### config.mk
export PLATFORM = sky130hd
export DESIGN_NAME = pstm_ctrl
export DESIGN_NICKNAME = d
export VERILOG_FILES = /design/src/design/pstm_pkg.sv /design/src/design/pstm_ctrl.sv
export SDC_FILE = /design/constraint.sdc
export NUM_CORES = 1
export LEC_CHECK = 0
export ABC_CLOCK_PERIOD_IN_PS = 2600
export BUFFER_PORTS_ARGS = -buffer_cell sky130_fd_sc_hd__buf_2
export CORE_AREA = 3 3 40 42
export DETAILED_ROUTE_END_ITERATION = 10
export DIE_AREA = 0 0 43 45
export RECOVER_POWER = 50
export REMOVE_ABC_BUFFERS = 1
export SLEW_MARGIN = 5
export SYNTH_ARGS = -nofsm -noshare
export SYNTH_HDL_FRONTEND = slang
export SYNTH_SLANG_ARGS = --single-unit
### constraint.sdc
create_clock -name clock -period 2.6 [get_ports clock]
set_input_delay 0.52 -clock clock [delete_from_list [all_inputs] [get_ports clock]]
set_output_delay 0.52 -clock clock [all_outputs]
set_load 0.01 [all_outputs]
### src/design/pstm_pkg.sv
package pstm_pkg;

   typedef enum logic [1:0] {
      KIND_UP   = 2'd0,
      KIND_DOWN = 2'd1,
      KIND_READ = 2'd2,
      KIND_NONE = 2'd3
   } kind_type;

   typedef enum logic [2:0] {
      ST_CLEAR,
      ST_IDLE,
      ST_READ,
      ST_WRITE,
      ST_SEND
   } state_type;

   localparam logic [7:0] PROTO_TCP  = 8'd6;
   localparam logic [7:0] PROTO_UDP  = 8'd17;
   localparam logic [7:0] PROTO_ICMP = 8'd1;
   localparam logic [7:0] FLAG_SYN   = 8'h02;
   localparam logic [7:0] FLAG_RST   = 8'h04;
   localparam logic [7:0] FLAG_ACK   = 8'h10;
   localparam logic [5:0] BIT_SELECT = 6'h3F;
   localparam logic [31:0] RESET_PREFIX = 32'h0a3c0000;
   localparam logic [31:0] RESET_MASK   = 32'hffff0000;

   localparam logic [0:0] CSR_PREFIX = 1'b0;
   localparam logic [0:0] CSR_MASK   = 1'b1;

   localparam logic [3:0] SEL_UP_PACKETS   = 4'd0;
   localparam logic [3:0] SEL_UP_BYTES     = 4'd1;
   localparam logic [3:0] SEL_UP_TCP       = 4'd2;
   localparam logic [3:0] SEL_UP_SYN       = 4'd3;
   localparam logic [3:0] SEL_UP_RST       = 4'd4;
   localparam logic [3:0] SEL_UP_UDP       = 4'd5;
   localparam logic [3:0] SEL_UP_ICMP      = 4'd6;
   localparam logic [3:0] SEL_UP_NEW_FLOWS = 4'd7;
   localparam logic [3:0] SEL_DEST_SPREAD  = 4'd8;
   localparam logic [3:0] SEL_DOWN_PACKETS = 4'd9;
   localparam logic [3:0] SEL_DOWN_BYTES   = 4'd10;
   localparam logic [3:0] SEL_DOWN_TCP     = 4'd11;
   localparam logic [3:0] SEL_DOWN_ACK     = 4'd12;

   typedef struct packed {
      logic clear;
      logic capture;
      logic write;
   } cmd_type;

   typedef struct packed {
      logic clear_done;
      logic needs_write;
   } status_type;

endpackage

### src/design/pstm_ctrl.sv
module pstm_ctrl (
   input  logic                 clock,
   input  logic                 reset,
   input  logic                 req_valid,
   output logic                 req_ready,
   output logic                 rsp_valid,
   input  logic                 rsp_ready,
   input  pstm_pkg::status_type status,
   output pstm_pkg::cmd_type    cmd
);
   pstm_pkg::state_type state_ff, state_in;

   always_ff @(posedge clock) begin
      if (reset) begin
         state_ff <= pstm_pkg::ST_CLEAR;
      end else begin
         state_ff <= state_in;
      end
   end

   always_comb begin
      state_in = state_ff;
      unique case (state_ff)
         pstm_pkg::ST_CLEAR: if (status.clear_done) state_in = pstm_pkg::ST_IDLE;
         pstm_pkg::ST_IDLE:  if (req_valid) state_in = pstm_pkg::ST_READ;
         pstm_pkg::ST_READ: begin
            state_in = status.needs_write ? pstm_pkg::ST_WRITE : pstm_pkg::ST_SEND;
         end
         pstm_pkg::ST_WRITE: state_in = pstm_pkg::ST_SEND;
         pstm_pkg::ST_SEND:  if (rsp_ready) state_in = pstm_pkg::ST_IDLE;
         default:            state_in = pstm_pkg::ST_IDLE;
      endcase
   end

   always_comb begin
      req_ready   = 1'b0;
      rsp_valid   = 1'b0;
      cmd.clear   = 1'b0;
      cmd.capture = 1'b0;
      cmd.write   = 1'b0;
      unique case (state_ff)
         pstm_pkg::ST_CLEAR: cmd.clear = 1'b1;
         pstm_pkg::ST_IDLE: begin
            req_ready   = 1'b1;
            cmd.capture = req_valid;
         end
         pstm_pkg::ST_READ:  ;
         pstm_pkg::ST_WRITE: cmd.write = 1'b1;
         pstm_pkg::ST_SEND:  rsp_valid = 1'b1;
         default: ;
      endcase
   end
endmodule

# Word level (Yosys, flattened, before mapping)
# Index checks and enable logic that the tools add are counted.
# totals
wordCells	20
in_bits	6
out_inout_bits	5
regBits	3
# classes
n_reduce_logical	2
eq_ne	7
muxes	10
# op_table
op	count
$pmux 3 s5	1
$mux 3	4
$eq 3x2->1 const B	2
$ne 2x2->1 const B	3
$mux 1	5
$eq 3x1->1 const B	1
$eq 3x3->1 const B	1
$logic_not 3->1	1
$reduce_and 3->1	1

# Logic depth before layout (Yosys ltp)
# Gate-level depths: netlist of the first run.
# logic_depth
depth_word	3
depth_mapped	4
ltp_nobuf	3

# Worst setup path before layout of the first run
# OpenSTA, ideal clock, no wires.
# synth_timing
path_kind	register to output
startpoint	register state_ff[0]
endpoint	output cmd[1] in the netlist's numbering
stages_incl_launch_ff	4
path_buffers	1
t_required_ns	2.080
slack_ns	1.158
t_arrival_ns	0.922
path_cell_list	dfxtp_1 -> buf_2 -> and3_1 -> and2_1
# synth_lines
element	line_no	source
from (decl)	pstm_ctrl.sv:11	pstm_pkg::state_type state_ff, state_in;
from (signal assigned)	pstm_ctrl.sv:15	state_ff <= pstm_pkg::ST_CLEAR;
from (signal assigned)	pstm_ctrl.sv:17	state_ff <= state_in;
to (decl)	pstm_ctrl.sv:9	output pstm_pkg::cmd_type cmd

==> out/qor.csv, run 1 <==
stage,metric,value,unit
floorplan,fp-row-count,13,
drt,route.vias.total,246,
drt,drt_drc_violations_left,0,
clocking,clock_latency,240,ps
yosys,syn-instance-count,27,
job,drv_cap,0,
timing,finalHoldViolCount,0,
place,placed_area,288,um^2
floorplan,die_area,1940,um^2
clocking,cts_setup_buffers,0,
clocking,cts_resized,0,
clocking,tritoncts.num_buffers,3,
yosys,synth-compound-area-share,0.229,
clocking,cts_hold_buffers,0,
timing,final.min_clock_period,1870,ps
drt,topRoutingLayerUsed,met4,
drt,wl_met2,332,um
timing,finalMaxSlewViolations,0,
yosys,netlist-cell-type-count,19,
finish,n_antenna_cell,0,
finish,fin_cells,54,
setup_path,crit_path_max_fanout,10,
setup_path,critical_path_class,flip-flop to primary output,
drt,route.final.wire_length,628,um
setup_path,critical_path_required,2080,ps
hold_path,hold_path_class,input pin to flip-flop,
yosys,synth_area,235,um^2
setup_path,critical_path.startpoint_type,flip-flop,
drt,final_antenna_net_count,0,
place,place.detailed.instances,50,
yosys,synthMuxAreaShare,0.0479,
place,dpl_worst_slack,918,ps
floorplan,top_level_ports,11,
yosys,yosysTopAreaCellShare,0.255,
pwr,power-per-cell-area,654,nW/um^2
grt,first_pass_grt_wire_length,917,um
yosys,yosysTopAreaCell,dfxtp_1,
timing,postLayoutSetupSlackWorst,728,ps
finish,syn2layout_area_growth,26.6,%
finish,flip_flop_count_of_the_largest_register_all_copies_and_words_added,3,
yosys,postSynthRegisterBits,3,
timing,max_slew_margin,0.690,
pwr,total_power,0.195,mW
finish,summed_area_of_non_filler_cells_in_the_final_layout,298,um^2
yosys,dominantRegCellSynth,dfxtp_1,
yosys,synthesis.yosys.warnings,0,
setup_path,timing.critical_path.to_type,primary output,
timing,grt_setup_unrepaired,no,
clocking,tritoncts,built,
finish,largest_registers_ranked_by_flip_flop_count,state_ff: 3 flops,
floorplan,die_width,43,um
setup_path,critPathArrivalTime,1350,ps
timing,timing_worst_slew_pin_value,459,ps
pwr,peakVddDrop,0.106,mV
drt,detail_route.first_pass.iterations,4,
floorplan,initial_core_util,0.183,
yosys,async_flop_share,0,
timing,timing.hold.ws,487,ps
finish,drive_above_1_share,0.333,
grt,grt.overflow.total,0,
grt,maximum_number_of_pins_on_one_net_before_global_route_repair,12,
place,gp_routability_congestion,0.795,
finish,regMostFlops,state_ff,
grt,grt_usage,0.0691,
yosys,largest_family_of_logic_cells_by_synthesized_area,simple AND/OR/NAND/NOR gates,
drt,drtIter0Drc,5,
clocking,cts.root.buffer_cell,clkbuf_4,
yosys,post_synth_fa_ha_maj_area_fraction,0,
timing,clock.fmax,534,MHz
grt,antenna_found_initial,0,
yosys,yosysSeqAreaShare,0.255,
floorplan,die_h,45,um
finish,num-nets-final,46,
yosys,synth.avg_cell_area,8.71,um^2
yosys,synth.top_cells.by_count,"dfxtp_1 (3), nor3_1 (3)",
pwr,leakage_power_total,0.124,nW
yosys,synthSimpleGateAreaFrac,0.367,
drt,routedLengthMet1,255,um
clocking,clock_sinks,3,
drt,met3WireLength,23,um
timing,tns,0,ps
floorplan,placeableCoreArea,1280,um^2
timing,fin_worst_skew,1.42,ps
finish,finish.utilization,0.232,
yosys,synth-edff-count,0,
run_status,run_status,"finished, final reports clean",
yosys,synthXorXnorAreaFrac,0,
clocking,ctsLongestPathBuffers,2,
timing,report.final.setup_viol,0,
timing,post-route-period-util,0.720,
clocking,worst_setup_hold_path_clk_slew,40,ps
clocking,h_tree_levels,1,
place,place.port_buffers,10,
drt,vias_cell,4.56,
drt,drt-wirelength-per-cell,11.6,um
grt,vias_in_the_first_global_route,235,
setup_path,r2r_slack,1290,ps
yosys,post_synth_main_area_contributors,"dfxtp_1 (26%), nor4b_4 (10%), nor3_1 (6.4%), a211oi_1 (6.4%), a221oi_2 (6.4%)",
## cells by family (layout without fill, tap and decap cells)
| logic type | Yosys count | after routing |
|---|---|---|
| mux | 1 | 1 |
| simple gates | 12 | 12 |
| buf+inv | 4 | 16 |
| compound gates | 7 | 7 |
| flops | 3 | 3 |
## metal layers
layer | GRT usage | up-vias
li1 | - | 124
met1 | 0.0577 | 114
met2 | 0.120 | 6
met3 | 0.0159 | 2
met4 | 0.0904 | 0
met5 | 0 | -
## layout by cell type, fill, tap and decap left out, types with 2 or more instances in the layout
cell,Yosys,layout
clkbuf_1,0,2
and3_1,2,2
clkbuf_4,0,3
a211oi_1,2,2
dfxtp_1,3,3
o21ai_0,1,2
buf_2,1,9
inv_1,2,2
nor3_1,3,3
## worst max-delay path, stage by stage, from the launching register on
cell,delay (ps)
dfxtp_1,500
inv_1,140
and3_1,190
and2_1,150
buf_2,130
## worst paths after layout
path	startpoint	to	cells after the start
min	reset	state_ff[2]	2
max reg2reg	state_ff[0]	state_ff[2]	3
min reg2reg	state_ff[2]	state_ff[1]	1
max	state_ff[1]	cmd[1]	4
## final cells by class
cell class | instances | area, um^2
fillers | 143 | 987
multi-input cells | 20 | 136
flip-flops and latches | 3 | 60.1
repair buffers | 10 | 48.8
clock buffers | 4 | 26.3
well taps | 15 | 18.8
inverters | 2 | 7.51
## power breakdown
group          internal, mW  switching, mW
Combinational        0.0232         0.0241
Sequential           0.0516         0.0123
Clock                0.0576         0.0260
Total                 0.132         0.0624
Note: power is estimated with default switching activity, not from simulation.
==> run 2: changes to the inputs <==
- ABC_AREA: default -> 1
- ABC_CLOCK_PERIOD_IN_PS: 2600 -> 1720
- clock period: 2.6 -> 1.72 ns (I/O delays scaled with it)
==> out/qor.csv, run 2 <==
stage,metric,value,unit
timing,timing_worst_slew_pin_value,243,ps
timing,finalMaxSlewViolations,0,
floorplan,fp-row-count,13,
floorplan,initial_core_util,0.167,
run_status,run_status,"finished, final reports clean",
hold_path,min_path_cells,2,
yosys,yosysTopAreaCellShare,0.279,
finish,flip_flop_count_of_the_largest_register_all_copies_and_words_added,3,
drt,detail_route.first_pass.iterations,3,
drt,drtIter0Drc,6,
floorplan,placeableCoreArea,1280,um^2
hold_path,hold_path_class,input pin to flip-flop,
floorplan,die_width,43,um
grt,maximum_number_of_pins_on_one_net_before_global_route_repair,7,
pwr,power-per-cell-area,1080,nW/um^2
timing,tns,0,ps
finish,n_antenna_cell,0,
yosys,synth.top_cells.by_count,"nand2_1 (7), inv_1 (6), nor2_1 (6)",
timing,max_slew_margin,0.838,
setup_path,cp_cell_sequence,nand2_2 -> nor2_1 -> buf_2,
pwr,p_int,0.215,mW
place,place.port_buffers,10,
finish,num-nets-final,57,
floorplan,top_level_ports,11,
pwr,power.combinational.fraction,0.334,
finish,syn2layout_area_growth,42.4,%
pwr,peakVddDrop,0.315,mV
yosys,synth-edff-count,0,
yosys,post-synth-top-count-cell,nand2_1,
finish,most_used_cells_in_the_layout_excluding_fill_and_tap_cells,"buf_2 (9), inv_1 (7), nor2_1 (7), nand2_1 (7)",
place,gp_routability_congestion,0.718,
setup_path,critical_path.top_delay_family,flip-flops,
clocking,tritoncts.num_buffers,3,
setup_path,timing.critical_path.to_type,primary output,
yosys,synth.avg_cell_area,5.98,um^2
drt,route.final.wire_length,537,um
setup_path,critical_path_class,flip-flop to primary output,
place,place.detailed.instances,61,
clocking,cts.root.buffer_cell,clkbuf_4,
timing,clock.fmax,703,MHz
drt,drt-wirelength-per-cell,8.26,um
pwr,power.clock.fraction,0.378,
clocking,cts_setup_buffers,0,
setup_path,critPathArrivalTime,1080,ps
pwr,netSwitchingPower,0.117,mW
floorplan,die_area,1940,um^2
setup_path,worstRegToRegCells,7,
timing,report.final.setup_viol,0,
drt,final_antenna_net_count,0,
setup_path,critical_path.startpoint_type,flip-flop,
clocking,tritoncts,built,
clocking,ctsLongestPathBuffers,2,
finish,fin_cells,65,
yosys,netlist-cell-type-count,13,
grt,antenna_found_initial,0,
setup_path,critical_path_required,1380,ps
timing,finalHoldViolCount,0,
yosys,yosysTopAreaCell,dfxtp_1,
floorplan,die_h,45,um
setup_path,cp_slowest_stage_delay,440,ps
yosys,postSynthRegisterBits,3,
timing,final.min_clock_period,1420,ps
yosys,syn-instance-count,36,
timing,post-route-period-util,0.827,
finish,largest_registers_ranked_by_flip_flop_count,state_ff: 3 flops,
clocking,clock_sinks,3,
timing,grt_setup_unrepaired,no,
setup_path,critPathSlowestCell,dfxtp_1,
pwr,power.share.switching,0.353,
timing,fin_worst_skew,3.09,ps
yosys,synth_area,215,um^2
place,dp.final_hpwl,434,um
timing,timing.hold.ws,306,ps
drt,route.vias.total,249,
finish,regMostFlops,state_ff,
clocking,cts_resized,0,
grt,grt_usage,0.0723,
pwr,leakage_power_total,0.170,nW
grt,vias_in_the_first_global_route,237,
clocking,clock_latency,240,ps
setup_path,crit_cells,3,
setup_path,crit_path_max_fanout,6,
yosys,post_synth_main_area_contributors,"dfxtp_1 (28%), nand2_1 (12%), inv_1 (10%), nor2_1 (10%), nand3_1 (7.0%)",
pwr,share_seq_of_total_power,0.288,
finish,drive_above_1_share,0.340,
grt,grt.overflow.total,0,
setup_path,timing.critical_path.buf_inv,1,
clocking,worst_setup_hold_path_clk_slew,40,ps
yosys,synthesis.yosys.warnings,0,
job,drv_cap,0,
drt,drt_drc_violations_left,0,
yosys,async_flop_share,0,
clocking,cts_hold_buffers,0,
grt,first_pass_grt_wire_length,924,um
yosys,yosysSeqAreaShare,0.279,
drt,vias_cell,3.83,
finish,layout_commonest_cell,buf_2,
yosys,dominantRegCellSynth,dfxtp_1,
clocking,h_tree_levels,1,
==> run 2: worst reg2reg max path: stages (launching register included) <==
cell and delay, ps:
dfxtp_1 420, inv_1 110, nor2_1 90, nand2_1 70, nand2_1 60, o21bai_1 70
nand2_1 60, inv_1 30
==> run 2: stage by stage <==
step / area (um^2) / power (mW) / utilization / worst slack, ps
floorplan: 215 / 0.176 / - / 683
global placement: 284 / 0.212 / 0.221 / 612
detailed placement: 284 / 0.213 / 0.221 / 579
CTS: 310 / 0.345 / 0.241 / 318
global route: 307 / 0.366 / 0.239 / 196
finish: 307 / 0.332 / 0.239 / 297
==> run 2: power by group through the flow <==
| stage | Sequential (mW) | Combinational (mW) | Clock, mW |
|---|---|---|---|
| 6_report | 0.0957 | 0.111 | 0.125 |
| 5_1_grt | 0.0985 | 0.128 | 0.139 |
| 2_1_floorplan | 0.0949 | 0.0813 | 0 |
| 3_5_place_dp | 0.0980 | 0.115 | 0 |
| 4_1_cts | 0.0970 | 0.116 | 0.132 |
| 3_3_place_gp | 0.0967 | 0.116 | 0 |
==> run 2: metal layers <==
metal	track usage	part of all wire
met3	0.0637	0.11
met4	0.0542	0.015
met1	0.0624	0.46
met5	0	0
met2	0.108	0.40
==> run 2: path summary, 6_finish.rpt <==
path / start / end / slack (ps)
worst max-delay path: state_ff[0] / req_ready / 300
worst max register to register: state_ff[1] / state_ff[0] / 710
worst min-delay path: reset / state_ff[2] / 310
worst min register to register: state_ff[2] / state_ff[2] / 590
==> run 2: layout make-up <==
cell class	count	area, um^2
Inverter	8	30.0
Tap cell	15	18.8
Multi-Input combinational cell	25	123
Fill cell	154	978
Timing Repair Buffer	10	48.8
Sequential cell	3	60.1
Clock buffer	4	26.3
==> run 2: logic make-up (layout without fill, tap and decap cells) <==
family / Yosys count / after routing / synth area share
AND/OR/NAND/NOR: 23 / 23 / 0.523
flip-flops: 3 / 3 / 0.279
AO/OA/AOI/OAI: 2 / 2 / 0.0581
buffers and inverters: 8 / 22 / 0.140
